<file path="src/sdq_pkg.sv">
// sorted deadline queue: shared widths, command and status codes
// no dependencies; imported by sdq_remaining, sorted_deadline_queue_top and the bench
`default_nettype none

package sdq_pkg;

	localparam int ID_W     = 6;
	localparam int ID_SPACE = 64;
	localparam int DL_W     = 64;
	localparam int TL_W     = 32;
	localparam int CNT_W    = 7;
	localparam int CMD_W    = 2;
	localparam int STAT_W   = 2;

	// stream payload widths, padded to whole bytes
	localparam int IN_W  = 136;
	localparam int OUT_W = 48;

	localparam logic [CMD_W-1:0] CMD_INSERT   = 2'd0;
	localparam logic [CMD_W-1:0] CMD_DELETE   = 2'd1;
	localparam logic [CMD_W-1:0] CMD_EARLIEST = 2'd2;
	localparam logic [CMD_W-1:0] CMD_QUERY    = 2'd3;

	localparam logic [STAT_W-1:0] STAT_OK      = 2'd0;
	localparam logic [STAT_W-1:0] STAT_FULL    = 2'd1;
	localparam logic [STAT_W-1:0] STAT_MISSING = 2'd2;
	localparam logic [STAT_W-1:0] STAT_DUP     = 2'd3;

endpackage

`default_nettype wire

</file>
<file path="src/sdq_remaining.sv">
// sorted deadline queue: registered time-left unit (compare and subtract)
// depends on sdq_pkg
`default_nettype none

module sdq_remaining (
	input  logic                      clk,
	input  logic                      en,
	input  logic [sdq_pkg::DL_W-1:0]  due,
	input  logic [sdq_pkg::DL_W-1:0]  now,
	output logic [sdq_pkg::TL_W-1:0]  time_left_s1
);
	import sdq_pkg::*;

	logic [DL_W-1:0] diff;

	assign diff = due - now;

	// zero once the deadline is not later than now
	always_ff @(posedge clk) begin
		if (en) begin
			time_left_s1 <= (now >= due) ? '0 : diff[TL_W-1:0];
		end
	end

endmodule

`default_nettype wire

</file>
<file path="config.mk">
export PLATFORM = sky130hd
export DESIGN_NAME = sdq_remaining
export DESIGN_NICKNAME = d
export VERILOG_FILES = /design/src/sdq_pkg.sv /design/src/sdq_remaining.sv
export SDC_FILE = /design/constraint.sdc
export NUM_CORES = 1
export LEC_CHECK = 0
export BUFFER_PORTS_ARGS = -buffer_cell sky130_fd_sc_hd__buf_2
export CAP_MARGIN = 20
export CORE_ASPECT_RATIO = 0.7
export CORE_MARGIN = 10
export CORE_UTILIZATION = 40
export DETAILED_ROUTE_END_ITERATION = 8
export GPL_TIMING_DRIVEN = 0
export MAX_ROUTING_LAYER = met4
export PLACE_DENSITY = 0.77
export SYNTH_ARGS = -nofsm -noshare
export SYNTH_HDL_FRONTEND = slang
export SYNTH_SLANG_ARGS = --single-unit
export TNS_END_PERCENT = 10
</file>
<file path="constraint.sdc">
create_clock -name clk -period 3.35 [get_ports clk]
set_clock_uncertainty 0.1 [all_clocks]
set_input_delay 0.335 -clock clk [delete_from_list [all_inputs] [get_ports clk]]
set_output_delay 0.335 -clock clk [all_outputs]
set_load 0.02 [all_outputs]
</file>
==> flow_summary.ini <==
[global_route]
grt_max_degree = 33
use_met1 = 0.2132
grt.busiest_layer = met2
grt_pass1_vias = 4249
overflow = 0
grt_pass1_wl_um = 20370
met2_usage = 0.2307
globalRouteMet3Util = 0.03777
antenna_found_initial = 0
track_usage = 0.1547

[power_and_ir_drop]
pwr-share-comb = 0.453
power_frac_seq = 0.300
ir_worst_vdd_uv = 217.5
pwr-share-clk = 0.246
p_int_uw = 1137
p_sw_uw = 662.6
leakage_uw = 0.003084
power.density_mw_per_mm2 = 315.3
p_sw_frac = 0.3682
power_uw = 1800

[place]
dpl_cell_area_mm2 = 0.005559
io_buffers = 161
dp_hpwl_um = 10970
gp_congestion = 0.8906

[timing]
maxSlewHeadroom = 0.5078
min_period_ns = 2.913
clock.fmax_ghz = 0.3433
hold_viol = 0
fin_crit_sh = 0.8694
rsz0062_at_grt = false
slew_viol_final = 0
setup_viol = 0
setup_tns_ns = 0
worstMarginPinSlew_ns = 0.7383

[cells_and_area]
drive_above_1_share = 0.2769
num_antenna_cells = 0
area_delta_synth_final_pct = 25.12
top_register = time_left_s1
largest_register_ffs = 32
fin_util = 0.5147
nNetsFinal = 951
reg.largest.list = time_left_s1 x32
fillers = 1115
final_area_mm2 = 0.005708

[critical_path]
end_kind = flop
criticalPathCategory = primary input to flop
cp_max_fo = 8
required_ns = 3.32
startpoint_type = primary input
cp.arrival_ns = 2.88

[clock_tree]
tritoncts = done
cts_hold_buf = 0
max-clock-path-buffers = 2
cts_sinks = 32
cts_setup_buffers = 0
cts_made_buffers = 5
htreeDepth = 2
cts_resized = 0
clkSlewWorstSetupHoldPaths_ns = 0.06
clockRootBuffer = clkbuf_16

[yosys]
synth_top_family_by_area = adder cells
yosys_warnings = 0
synth_edf_count = 32
synth-xor-area-share = 0.04608
synth_top_area_cell = ha_1
async_flop_share = 0
yosysMostFrequentCell = inv_1
synthSimpleGateAreaFrac = 0.1451
synth_top_area_frac = 0.2606
synthFlopType = edfxtp_1
ys_ff_latch = 32
synthMuxAreaShare = 0.004388
netlist_top_cells_area = ha_1 26%, edfxtp_1 21%, inv_1 8.6%, a21oi_1 5.9%, nor2_1 4.1%
syn-cell-area_mm2 = 0.004562
synthAdderAreaFrac = 0.2649
synth_cells = 557
ys_types = 57
syn_nets = 783
synth_compound_area_frac = 0.2090
synth_commonest_cells = 105 x inv_1, 95 x ha_1, 54 x a21oi_1
synth.avg_cell_area_um2 = 8.190
synth.yosys.seq_area_share = 0.2106

[run_status]
status = finished clean

[detailed_routing]
avgViaCountPerCell = 4.898
drt_wl_total_um = 12560
first_iter_violations = 246
drc = 0
firstDrtPassIters = 4
wl_per_cell_um = 14.29
vias = 4305
antenna_left = 0

[floorplan]
die_h_um = 109.4
ios = 162
core_area_mm2 = 0.01109
rows = 32
start_util = 0.4113
die-area_mm2 = 0.01614
dieWidth_um = 147.6

[flow_run]
drv_cap = 0

[worst_hold_path]
hold_class = primary input to flop
## power groups by stage
stage,Sequential [uW],Clock [uW],Combinational [uW]
floorplan,623,0,469
global placement,547,0,800
detailed placement,549,0,814
CTS,541,451,818
global route,545,468,920
finish,540,444,816
## cell families (layout without fill, tap and decap cells)
group | count (synthesis) | in the layout
AO/OA/AOI/OAI | 147 | 147
AND/OR/NAND/NOR | 134 | 134
buffers and inverters | 122 | 291
adder cells (fa/ha/maj) | 96 | 96
flip-flops | 32 | 32
XOR/XNOR | 24 | 24
multiplexers | 2 | 2
## stage by stage
| step | std cells | setup slack (ns) | hold WS [ns] |
|---|---|---|---|
| after floorplan | 557 | 0.6877 | 0.3475 |
| final | 879 | 0.4374 | 0.3979 |
| after CTS | 879 | 0.4639 | 0.3889 |
| after global routing | 879 | 0.2732 | 0.4284 |
| after global placement | 871 | 0.1817 | 0.6767 |
| after detailed placement | 871 | 0.2041 | 0.6785 |
## placed cells by master, fill, tap and decap left out, types with 8 or more instances in the layout
master    instances
a21o_1           17
a21oi_1          54
buf_2           164
edfxtp_1         32
ha_1             95
inv_1           105
nand2_1          26
nand3_1           8
nand4_1          12
nor2_1           50
nor3_1            8
o21ai_0          27
xnor2_1          13
xor2_1           11
## final timing paths
kind	from	end	slack [ns]	cells past startpoint
worst max-delay path	due[11]	time_left_s1[31]$_SDFFCE_PP0P_	0.44	12
worst min-delay path	now[0]	time_left_s1[0]$_SDFFCE_PP0P_	0.40	3
## layout make-up
cell class / instances / area [um2] / area share
plain buffers: 17 / 152.6 / 0.02674
clock buffers: 5 / 125.1 / 0.02192
clock inverters: 3 / 23.77 / 0.004165
inverters: 105 / 394.1 / 0.06905
multi-input cells: 403 / 3054 / 0.5351
flip-flops and latches: 32 / 960.9 / 0.1683
well taps: 153 / 191.4 / 0.03354
repair buffers: 161 / 805.8 / 0.1412
## per-layer routing
metal / vias up / wire (um)
met4: 0 / 78
li1: 2257 / -
met2: 138 / 5259
met5: - / 0
met3: 6 / 843
met1: 1904 / 6381
## critical path, stage by stage
cell and delay, ns:
buf_2 0.09, inv_1 0.04, ha_1 0.27, buf_2 0.17
a21oi_1 0.14, o21ai_0 0.19, a211oi_1 0.43, o21ai_0 0.18
a21oi_1 0.23, o211ai_1 0.13, a31o_2 0.33, nor4_1 0.34
Note: power is estimated with default switching activity, not from simulation.
